`src/sv/msbc_pkg.sv`:
```
// Shared widths, codes and thresholds for the modulation select and block count block.
package msbc_pkg;

  // Input field widths
  localparam int SYM_GRP_W = 4;
  localparam int BITMAP_W  = 16;
  localparam int EFF_W     = 8;
  localparam int BYTES_W   = 16;

  // Stream packing
  localparam int IN_DATA_W  = 48;
  localparam int IN_USER_W  = 2;
  localparam int OUT_DATA_W = 16;
  localparam int OUT_USER_W = 1;

  // Output field widths
  localparam int FMT_W    = 3;
  localparam int BLOCKS_W = 8;

  // Configuration registers
  localparam int CARRIERS_W = 8;
  localparam int CTRL_W     = 12;
  localparam int APB_DATA_W = 32;
  localparam int APB_ADDR_W = 3;

  localparam logic            REG_CARRIERS   = 1'b0;
  localparam logic            REG_CONTROL    = 1'b1;
  localparam logic [CARRIERS_W-1:0] CARRIERS_RESET = 8'd24;
  localparam logic [CTRL_W-1:0]     CONTROL_RESET  = 12'd0;

  // Default number of frequency groups that count
  localparam int FREQ_GROUPS_DEF = 16;

  // Coding formats
  localparam logic [FMT_W-1:0] FMT_SS_QPSK  = 3'd0;
  localparam logic [FMT_W-1:0] FMT_SS_16QAM = 3'd1;
  localparam logic [FMT_W-1:0] FMT_SS_64QAM = 3'd2;
  localparam logic [FMT_W-1:0] FMT_DS_QPSK  = 3'd3;
  localparam logic [FMT_W-1:0] FMT_DS_16QAM = 3'd4;
  localparam logic [FMT_W-1:0] FMT_DS_64QAM = 3'd5;

  // Efficiency thresholds
  localparam logic [EFF_W-1:0] SS_16QAM_MIN = 8'd5;
  localparam logic [EFF_W-1:0] SS_64QAM_MIN = 8'd26;
  localparam logic [EFF_W-1:0] SS_EFF_MAX   = 8'd46;
  localparam logic [EFF_W-1:0] DS_EFF_MIN   = 8'd5;
  localparam logic [EFF_W-1:0] DS_16QAM_MIN = 8'd26;
  localparam logic [EFF_W-1:0] DS_64QAM_MIN = 8'd49;
  localparam logic [EFF_W-1:0] DS_EFF_MAX   = 8'd107;

  // Efficiency offset (sixteenths of 1 bps/Hz) and block overhead
  localparam logic [EFF_W:0]     EFF_OFFSET     = 9'd16;
  localparam logic [BYTES_W:0]   BLOCK_OVERHEAD = 17'd4;
  // A block is bytes*8 bits and the efficiency is in sixteenths: 8*16 = 2**7
  localparam int DEN_SHIFT = 7;

endpackage

```
`src/sv/modulation_select_and_block_count.sv`:
```
// Top level: modulation format select and transport block count pipeline.
//
//  Channel  Dir  Accepted on       Carries
//  s_axis   in   tvalid & tready   one grant request (fields listed at the ports)
//  m_axis   out  tvalid & tready   status, coding_format, num_blocks
//  apb      in   psel & penable    carriers_per_group at 0x0, control_bits at 0x4
//
//  One transaction enters per cycle while s_axis_tready is high; its result is registered through
//  five arithmetic stages (format select and popcount, groups times carriers, times symbols
//  less control bits, efficiency multiply, saturation check) and four restoring division
//  stages that retire two quotient bits each.
//  Reset (rst, synchronous) clears all stage valid bits and loads the register reset values.
//  A stall on m_axis holds each stage whose successor is full; s_axis_tready stays high
//  while any bubble remains.
module modulation_select_and_block_count
  import msbc_pkg::*;
#(
  parameter int FREQ_GROUPS = FREQ_GROUPS_DEF
) (
  input  logic                  clk,
  input  logic                  rst,
  // Input stream
  input  logic                  s_axis_tvalid,
  output logic                  s_axis_tready,
  // [3:0] symbol_groups, [19:4] group_bitmap, [27:20] target_efficiency,
  // [43:28] block_bytes, [47:44] zero
  input  logic [IN_DATA_W-1:0]  s_axis_tdata,
  // [0] has_control, [1] dual_stream
  input  logic [IN_USER_W-1:0]  s_axis_tuser,
  // Result stream
  output logic                  m_axis_tvalid,
  input  logic                  m_axis_tready,
  // [2:0] coding_format, [10:3] num_blocks, [15:11] zero
  output logic [OUT_DATA_W-1:0] m_axis_tdata,
  // [0] status
  output logic [OUT_USER_W-1:0] m_axis_tuser,
  // Configuration
  input  logic                  psel,
  input  logic                  penable,
  input  logic                  pwrite,
  input  logic [APB_ADDR_W-1:0] paddr,
  input  logic [APB_DATA_W-1:0] pwdata,
  output logic [APB_DATA_W-1:0] prdata,
  output logic                  pready
);

  // Width chain of the capacity arithmetic
  localparam int CNT_W   = $clog2(FREQ_GROUPS + 1);
  localparam int SYM_W   = SYM_GRP_W + 2;
  localparam int PROD_W  = CNT_W + CARRIERS_W;
  localparam int RAW_W   = PROD_W + SYM_W;
  localparam int EFF9_W  = EFF_W + 1;
  localparam int NUM_W   = RAW_W + EFF9_W;
  localparam int N_W     = NUM_W - DEN_SHIFT;
  localparam int DEN_W   = BYTES_W + 1;
  localparam int LIM_W   = DEN_W + BLOCKS_W;
  localparam int CMP_W   = ((N_W > LIM_W) ? N_W : LIM_W) + 1;
  localparam int DIV_STG = BLOCKS_W / 2;
  localparam int NS      = 5 + DIV_STG;

  // ---------------------------------------------------------------------------
  // Configuration registers
  // ---------------------------------------------------------------------------
  logic [CARRIERS_W-1:0] carriers_per_group;
  logic [CTRL_W-1:0]     control_bits;
  logic                  reg_sel;

  assign pready  = 1'b1;
  assign reg_sel = paddr[2];

  always_ff @(posedge clk) begin
    if (rst) begin
      carriers_per_group <= CARRIERS_RESET;
      control_bits       <= CONTROL_RESET;
    end else if (psel && penable && pwrite && pready) begin
      case (reg_sel)
        REG_CARRIERS: carriers_per_group <= pwdata[CARRIERS_W-1:0];
        REG_CONTROL:  control_bits       <= pwdata[CTRL_W-1:0];
        default:      carriers_per_group <= carriers_per_group;
      endcase
    end
  end

  always_comb begin
    case (reg_sel)
      REG_CARRIERS: prdata = {{(APB_DATA_W-CARRIERS_W){1'b0}}, carriers_per_group};
      REG_CONTROL:  prdata = {{(APB_DATA_W-CTRL_W){1'b0}}, control_bits};
      default:      prdata = '0;
    endcase
  end

  // ---------------------------------------------------------------------------
  // Stage handshake: a stage takes new data when it is empty or its successor
  // takes its content this cycle.
  // ---------------------------------------------------------------------------
  logic [NS:1]   vld;
  logic [NS+1:1] rdy;

  always_comb begin
    rdy[NS+1] = m_axis_tready;
    for (int k = NS; k >= 1; k--) begin
      rdy[k] = !vld[k] || rdy[k+1];
    end
  end

  assign s_axis_tready = rdy[1];
  assign m_axis_tvalid = vld[NS];

  always_ff @(posedge clk) begin
    if (rst) begin
      vld <= '0;
    end else begin
      if (rdy[1]) vld[1] <= s_axis_tvalid;
      for (int k = 2; k <= NS; k++) begin
        if (rdy[k]) vld[k] <= vld[k-1];
      end
    end
  end

  // ---------------------------------------------------------------------------
  // Field unpacking
  // ---------------------------------------------------------------------------
  logic                 in_has_ctrl;
  logic                 in_dual;
  logic [SYM_GRP_W-1:0] in_sym_grp;
  logic [BITMAP_W-1:0]  in_bitmap;
  logic [EFF_W-1:0]     in_eff;
  logic [BYTES_W-1:0]   in_bytes;

  assign in_has_ctrl = s_axis_tuser[0];
  assign in_dual     = s_axis_tuser[1];
  assign in_sym_grp  = s_axis_tdata[3:0];
  assign in_bitmap   = s_axis_tdata[19:4];
  assign in_eff      = s_axis_tdata[27:20];
  assign in_bytes    = s_axis_tdata[43:28];

  // ---------------------------------------------------------------------------
  // Stage 1: format select, popcount, control bit select, block size
  // ---------------------------------------------------------------------------
  logic [FMT_W-1:0] fmt_sel;
  logic             bad_sel;
  logic [CNT_W-1:0] cnt_sel;

  always_comb begin
    bad_sel = 1'b0;
    fmt_sel = FMT_SS_QPSK;
    if (in_dual) begin
      if (in_eff < DS_EFF_MIN || in_eff > DS_EFF_MAX) bad_sel = 1'b1;
      else if (in_eff < DS_16QAM_MIN) fmt_sel = FMT_DS_QPSK;
      else if (in_eff < DS_64QAM_MIN) fmt_sel = FMT_DS_16QAM;
      else                            fmt_sel = FMT_DS_64QAM;
    end else begin
      if (in_eff < SS_16QAM_MIN)       fmt_sel = FMT_SS_QPSK;
      else if (in_eff < SS_64QAM_MIN)  fmt_sel = FMT_SS_16QAM;
      else if (in_eff <= SS_EFF_MAX)   fmt_sel = FMT_SS_64QAM;
      else                             bad_sel = 1'b1;
    end
  end

  // Only the low FREQ_GROUPS bitmap bits are allocated groups
  always_comb begin
    cnt_sel = '0;
    for (int i = 0; i < FREQ_GROUPS; i++) begin
      cnt_sel = cnt_sel + CNT_W'(in_bitmap[i]);
    end
  end

  logic [CNT_W-1:0]  s1_cnt;
  logic [SYM_W-1:0]  s1_sym;
  logic [FMT_W-1:0]  s1_fmt;
  logic              s1_bad;
  logic [EFF9_W-1:0] s1_eff9;
  logic [CTRL_W-1:0] s1_ctrl;
  logic [DEN_W-1:0]  s1_den;

  always_ff @(posedge clk) begin
    if (rdy[1]) begin
      s1_cnt  <= cnt_sel;
      s1_sym  <= {in_sym_grp, 2'b00};
      s1_fmt  <= fmt_sel;
      s1_bad  <= bad_sel;
      s1_eff9 <= EFF_OFFSET + {1'b0, in_eff};
      s1_ctrl <= in_has_ctrl ? control_bits : '0;
      s1_den  <= {1'b0, in_bytes} + BLOCK_OVERHEAD;
    end
  end

  // ---------------------------------------------------------------------------
  // Stage 2: groups times carriers
  // ---------------------------------------------------------------------------
  logic [PROD_W-1:0] s2_prod;
  logic [SYM_W-1:0]  s2_sym;
  logic [FMT_W-1:0]  s2_fmt;
  logic              s2_bad;
  logic [EFF9_W-1:0] s2_eff9;
  logic [CTRL_W-1:0] s2_ctrl;
  logic [DEN_W-1:0]  s2_den;

  always_ff @(posedge clk) begin
    if (rdy[2]) begin
      s2_prod <= PROD_W'(s1_cnt) * PROD_W'(carriers_per_group);
      s2_sym  <= s1_sym;
      s2_fmt  <= s1_fmt;
      s2_bad  <= s1_bad;
      s2_eff9 <= s1_eff9;
      s2_ctrl <= s1_ctrl;
      s2_den  <= s1_den;
    end
  end

  // ---------------------------------------------------------------------------
  // Stage 3: times symbols, minus control bits, clamp at zero
  // ---------------------------------------------------------------------------
  logic [RAW_W-1:0] raw_full;
  logic [RAW_W-1:0] ctrl_ext;

  assign raw_full = RAW_W'(s2_prod) * RAW_W'(s2_sym);
  assign ctrl_ext = RAW_W'(s2_ctrl);

  logic [RAW_W-1:0]  s3_raw;
  logic [FMT_W-1:0]  s3_fmt;
  logic              s3_bad;
  logic [EFF9_W-1:0] s3_eff9;
  logic [DEN_W-1:0]  s3_den;

  always_ff @(posedge clk) begin
    if (rdy[3]) begin
      s3_raw  <= (raw_full > ctrl_ext) ? raw_full - ctrl_ext : '0;
      s3_fmt  <= s2_fmt;
      s3_bad  <= s2_bad;
      s3_eff9 <= s2_eff9;
      s3_den  <= s2_den;
    end
  end

  // ---------------------------------------------------------------------------
  // Stage 4: scale by efficiency (bits per format cancels in the ratio)
  // ---------------------------------------------------------------------------
  logic [NUM_W-1:0] s4_num;
  logic [FMT_W-1:0] s4_fmt;
  logic             s4_bad;
  logic [DEN_W-1:0] s4_den;

  always_ff @(posedge clk) begin
    if (rdy[4]) begin
      s4_num <= NUM_W'(s3_raw) * NUM_W'(s3_eff9);
      s4_fmt <= s3_fmt;
      s4_bad <= s3_bad;
      s4_den <= s3_den;
    end
  end

  // ---------------------------------------------------------------------------
  // Stage 5: drop the power-of-two part of the divisor, check saturation
  // ---------------------------------------------------------------------------
  logic [CMP_W-1:0] n_ext;
  logic [CMP_W-1:0] lim_ext;

  assign n_ext   = CMP_W'(s4_num[NUM_W-1:DEN_SHIFT]);
  assign lim_ext = CMP_W'({s4_den, {BLOCKS_W{1'b0}}});

  logic [CMP_W-1:0]    div_rem [0:DIV_STG];
  logic [BLOCKS_W-1:0] div_q   [0:DIV_STG];
  logic [DEN_W-1:0]    div_den [0:DIV_STG];
  logic                div_sat [0:DIV_STG];
  logic [FMT_W-1:0]    div_fmt [0:DIV_STG];
  logic                div_bad [0:DIV_STG];

  always_ff @(posedge clk) begin
    if (rdy[5]) begin
      div_rem[0] <= n_ext;
      div_q[0]   <= '0;
      div_den[0] <= s4_den;
      div_sat[0] <= (n_ext >= lim_ext);
      div_fmt[0] <= s4_bad ? FMT_SS_QPSK : s4_fmt;
      div_bad[0] <= s4_bad;
    end
  end

  // ---------------------------------------------------------------------------
  // Stages 6..9: restoring division, two quotient bits per stage
  // ---------------------------------------------------------------------------
  for (genvar j = 1; j <= DIV_STG; j++) begin : g_div
    localparam int BIT_HI = BLOCKS_W + 1 - 2 * j;

    logic [CMP_W-1:0]    rem_a;
    logic [CMP_W-1:0]    rem_b;
    logic [CMP_W-1:0]    dsh_hi;
    logic [CMP_W-1:0]    dsh_lo;
    logic [BLOCKS_W-1:0] q_upd;

    always_comb begin
      dsh_hi = CMP_W'(div_den[j-1]) << BIT_HI;
      dsh_lo = CMP_W'(div_den[j-1]) << (BIT_HI - 1);
      q_upd  = div_q[j-1];
      rem_a  = div_rem[j-1];
      if (rem_a >= dsh_hi) begin
        rem_a         = rem_a - dsh_hi;
        q_upd[BIT_HI] = 1'b1;
      end
      rem_b = rem_a;
      if (rem_b >= dsh_lo) begin
        rem_b           = rem_b - dsh_lo;
        q_upd[BIT_HI-1] = 1'b1;
      end
    end

    always_ff @(posedge clk) begin
      if (rdy[5+j]) begin
        div_rem[j] <= rem_b;
        div_q[j]   <= q_upd;
        div_den[j] <= div_den[j-1];
        div_sat[j] <= div_sat[j-1];
        div_fmt[j] <= div_fmt[j-1];
        div_bad[j] <= div_bad[j-1];
      end
    end
  end

  // ---------------------------------------------------------------------------
  // Result: zero on an illegal efficiency, saturate the block count
  // ---------------------------------------------------------------------------
  logic [BLOCKS_W-1:0] blocks_out;

  assign blocks_out = div_bad[DIV_STG] ? '0 :
                      div_sat[DIV_STG] ? {BLOCKS_W{1'b1}} : div_q[DIV_STG];

  assign m_axis_tdata = {{(OUT_DATA_W-FMT_W-BLOCKS_W){1'b0}}, blocks_out, div_fmt[DIV_STG]};
  assign m_axis_tuser = div_bad[DIV_STG];

endmodule

```
`config.mk`:
```
export PLATFORM = sky130hd
export DESIGN_NAME = modulation_select_and_block_count
export DESIGN_NICKNAME = d
export VERILOG_FILES = /design/src/sv/msbc_pkg.sv /design/src/sv/modulation_select_and_block_count.sv
export SDC_FILE = /design/constraint.sdc
export NUM_CORES = 1
export LEC_CHECK = 0
export BUFFER_PORTS_ARGS = -buffer_cell sky130_fd_sc_hd__buf_2
export CAP_MARGIN = 20
export CORE_MARGIN = 2
export CORE_UTILIZATION = 60
export DETAILED_ROUTE_END_ITERATION = 16
export GPL_TIMING_DRIVEN = 0
export PLACE_DENSITY = 0.76
export SYNTH_ARGS = -nofsm -noshare
export SYNTH_HDL_FRONTEND = slang
export SYNTH_SLANG_ARGS = --single-unit
```
`constraint.sdc`:
```
create_clock -name clk -period 7.5 [get_ports clk]
set_input_delay 0 -clock clk [delete_from_list [all_inputs] [get_ports clk]]
set_output_delay 0 -clock clk [all_outputs]
set_load 0.01 [all_outputs]
```
==> reports/qor.yml <==
power_frac_seq: 0.243
routed_wl_mm: 70.37
start_util: 0.6104
dieArea_um2: 54350
postRouteAntennaNets: 0
p_int_mw: 9.444
skew_ps: 49.56
hold_path_end: "carriers_per_group[5]"
antenna_found_initial: 2
synthesis.area_um2: 31500
worst_slew_margin_rel: 0.4290
drive_gt1_frac: 0.08632
cts_tree: "done"
grt_max_degree: 49
setup_viol: 0
grt.total_usage: 0.2682
r2r-end: "s4_num[27]"
met2_length_mm: 32.90
avgSynthCellArea_um2: 10.71
cp-end-kind: "flop"
final_area_um2: 35220
wl_per_cell_um: 18.09
route.vias.total: 22100
synthCells: 2942
fp.dieW_um: 233.1
chipHeight_um: 233.1
numCtsBuffers: 45
period_minus_slack_ps: 6766
rr_startpoint: "s3_eff9[2]"
io_pins: 144
cts_setup_buffers: 0
worst_pin_slew_ps: 834.9
place_congestion: 0.9371
post_cts_resized: 0
core_area_um2: 51610
ys_seq_elements: 442
ir_worst_vdd_mv: 0.5164
top_layer_used: "met4"
p_leak_nw: 15.96
grt_overflow: 0
worst_slack_ps: 733.5
hold_class: "in -> reg"
clk_pin_slew_ps: 60
ys_async_sr_fraction: 0
nFillCells: 3825
via_per_inst: 5.682
wl_met1_mm: 31.08
yosysWarnings: 0
status: "completed"
area_growth_pct: 11.78
met3_length_mm: 4.259
dp_slack_ps: 785.6
cp-start-kind: "flop"
placed_cell_area_um2: 33070
cts.path.max_buffers: 3
combPwrFrac: 0.623
reg2reg_slack_ps: 730
yosysSeqAreaShare: 0.4121
portBuffers: 89
grt_pass1_wl_mm: 115.5
ys_types: 91
worstSetupPathType: "reg -> reg"
switchingPower_mw: 7.480
reg2reg_depth: 21
max_freq_mhz: 147.8
hold_violations: 0
final_nets: 3695
drc: 0
first_pass_iters: 7
crit_arrival_ps: 7090
finalMaxSlewViolations: 0
grt_setup_unrepaired: "no"
drt_iter0_markers: 1566
clkPwrFrac: 0.133
maxCapViolations: 0
ys.flop_type: "edfxtp_1"
hold_slack_ps: 85.60
powerDensity_nw_per_um2: 480.6
min-delay-start: "pwrite"
cts_max_level: 2
cts_hold_buf: 63
clock_sinks: 442
root_buffer: "clkbuf_16"
crit_fanout: 10
std_cell_rows: 83
clk_latency_ps: 600
worstPathRequired_ps: 7830
min_path_cells: 5
utilization: 0.6823
swShare: 0.4420
grt_pass1_vias: 22760
tns_ps: 0
fin_crit_sh: 0.9022
synth_edf_count: 413
dp_hpwl_mm: 54.30
[synthesized netlist by cell type (12+ instances only)]
cell type / count / area, µm²
nand4_1: 25 / 156.4
edfxtp_1: 413 / 12400
inv_1: 372 / 1396
nand2_1: 260 / 975.9
ha_1: 254 / 3178
xor2_1: 47 / 411.6
nand3_1: 47 / 235.2
mux2i_1: 12 / 120.1
dfxtp_1: 29 / 580.6
and3_1: 17 / 106.4
nor2b_1: 34 / 212.7
buf_4: 32 / 240.2
mux2_1: 24 / 270.3
o21ai_1: 14 / 70.07
fa_1: 176 / 3523
o21bai_1: 22 / 165.2
mux2_2: 32 / 360.4
o21a_1: 43 / 322.8
a21o_1: 60 / 450.4
nor2_1: 168 / 630.6
a21oi_1: 173 / 865.8
a31oi_1: 15 / 93.84
nor3_1: 44 / 220.2
clkbuf_1: 40 / 150.1
nand2b_1: 16 / 100.1
o21ai_0: 82 / 410.4
or3_1: 12 / 75.07
xnor2_1: 121 / 1060
and2_1: 170 / 1064
[metal layers]
metal,vias to the layer above,global-route usage
met4,0,0.08559
met1,10620,0.3647
li1,10640,-
met3,139,0.04138
met2,706,0.4438
met5,-,0
[cell families after synthesis]
| kind of cell | after synthesis | share of synthesized area |
|---|---|---|
| AO/OA/AOI/OAI | 530 | 0.1118 |
| buffers and inverters | 454 | 0.05830 |
| adder cells (fa/ha/maj) | 430 | 0.2127 |
| other | 2 | 0.0002384 |
| flip-flops | 442 | 0.4121 |
| multiplexers | 68 | 0.02383 |
| AND/OR/NAND/NOR | 848 | 0.1343 |
| XOR/XNOR | 168 | 0.04671 |
[worst max path at each step]
stage	from	end	cells past startpoint
after floorplan	s3_eff9[2]	s4_num[27]	21
after global placement	s3_eff9[2]	s4_num[27]	21
after detailed placement	s3_eff9[2]	s4_num[27]	21
after CTS	s3_eff9[2]	s4_num[27]	21
after global routing	s3_eff9[2]	s4_num[27]	21
final	s3_eff9[2]	s4_num[27]	21
[flip-flops by register name (all words and copies together), names as in the netlist, 13 cells and up]
signal,cells
s4_den,17
div_rem,99
s2_den,17
div_q,20
s1_den,17
s3_den,17
s3_raw,19
div_fmt,15
div_den,68
s4_num,21
s2_prod,13
[area by class of cell]
cell class,instances,area [µm²],area share
antenna,1,2.502,0.00007106
buffer,82,440.4,0.01251
clock buffer,59,1209,0.03432
clock inverter,24,299.0,0.008492
inverter,372,1396,0.03965
multi-input combinational,2070,16790,0.4768
sequential,442,12980,0.3687
tap,680,850.8,0.02416
timing repair buffer,160,1244,0.03532
[power by group through the flow]
stage               clock [mW]  sequential (mW)  combinational [mW]
floorplan                    0             3.96                7.99
global placement             0             4.13                9.95
detailed placement           0             4.15                10.3
CTS                       2.30             4.10                10.5
global route              2.39             4.18                11.9
finish                    2.26             4.12                10.5
[critical path, stage by stage, from the launching register on]
cell	delay (ps)
edfxtp_1	340
clkbuf_1	500
buf_1	410
nand2_1	140
fa_1	550
inv_1	50
fa_1	490
inv_1	50
fa_1	470
fa_1	540
inv_1	40
ha_1	300
o21a_1	150
o21ai_0	90
o31ai_1	680
o2111ai_1	260
a31oi_1	510
a41o_1	310
o41a_1	190
a21oi_1	110
o21bai_1	180
xnor2_1	120
[cells in the final DEF (no fill, tap or decap), types with 34 or more instances in the layout]
cell type | netlist | routed
edfxtp_1 | 413 | 413
inv_1 | 372 | 369
nand2_1 | 260 | 257
ha_1 | 254 | 254
fa_1 | 176 | 176
a21oi_1 | 173 | 173
and2_1 | 170 | 170
nor2_1 | 168 | 168
xnor2_1 | 121 | 121
buf_2 | 4 | 93
o21ai_0 | 82 | 82
dlygate4sd3_1 | 0 | 63
a21o_1 | 60 | 60
clkbuf_1 | 40 | 51
xor2_1 | 47 | 47
nand3_1 | 47 | 45
clkbuf_16 | 0 | 45
nor3_1 | 44 | 44
o21a_1 | 43 | 43
nor2b_1 | 34 | 34
[through the flow]
stage,instances,power [mW]
2_1_floorplan,2966,11.95
6_report,3890,16.92
4_1_cts,3889,16.86
3_3_place_gp,3735,14.09
3_5_place_dp,3743,14.42
5_1_grt,3889,18.49
Note: power is estimated with default switching activity, not from simulation.
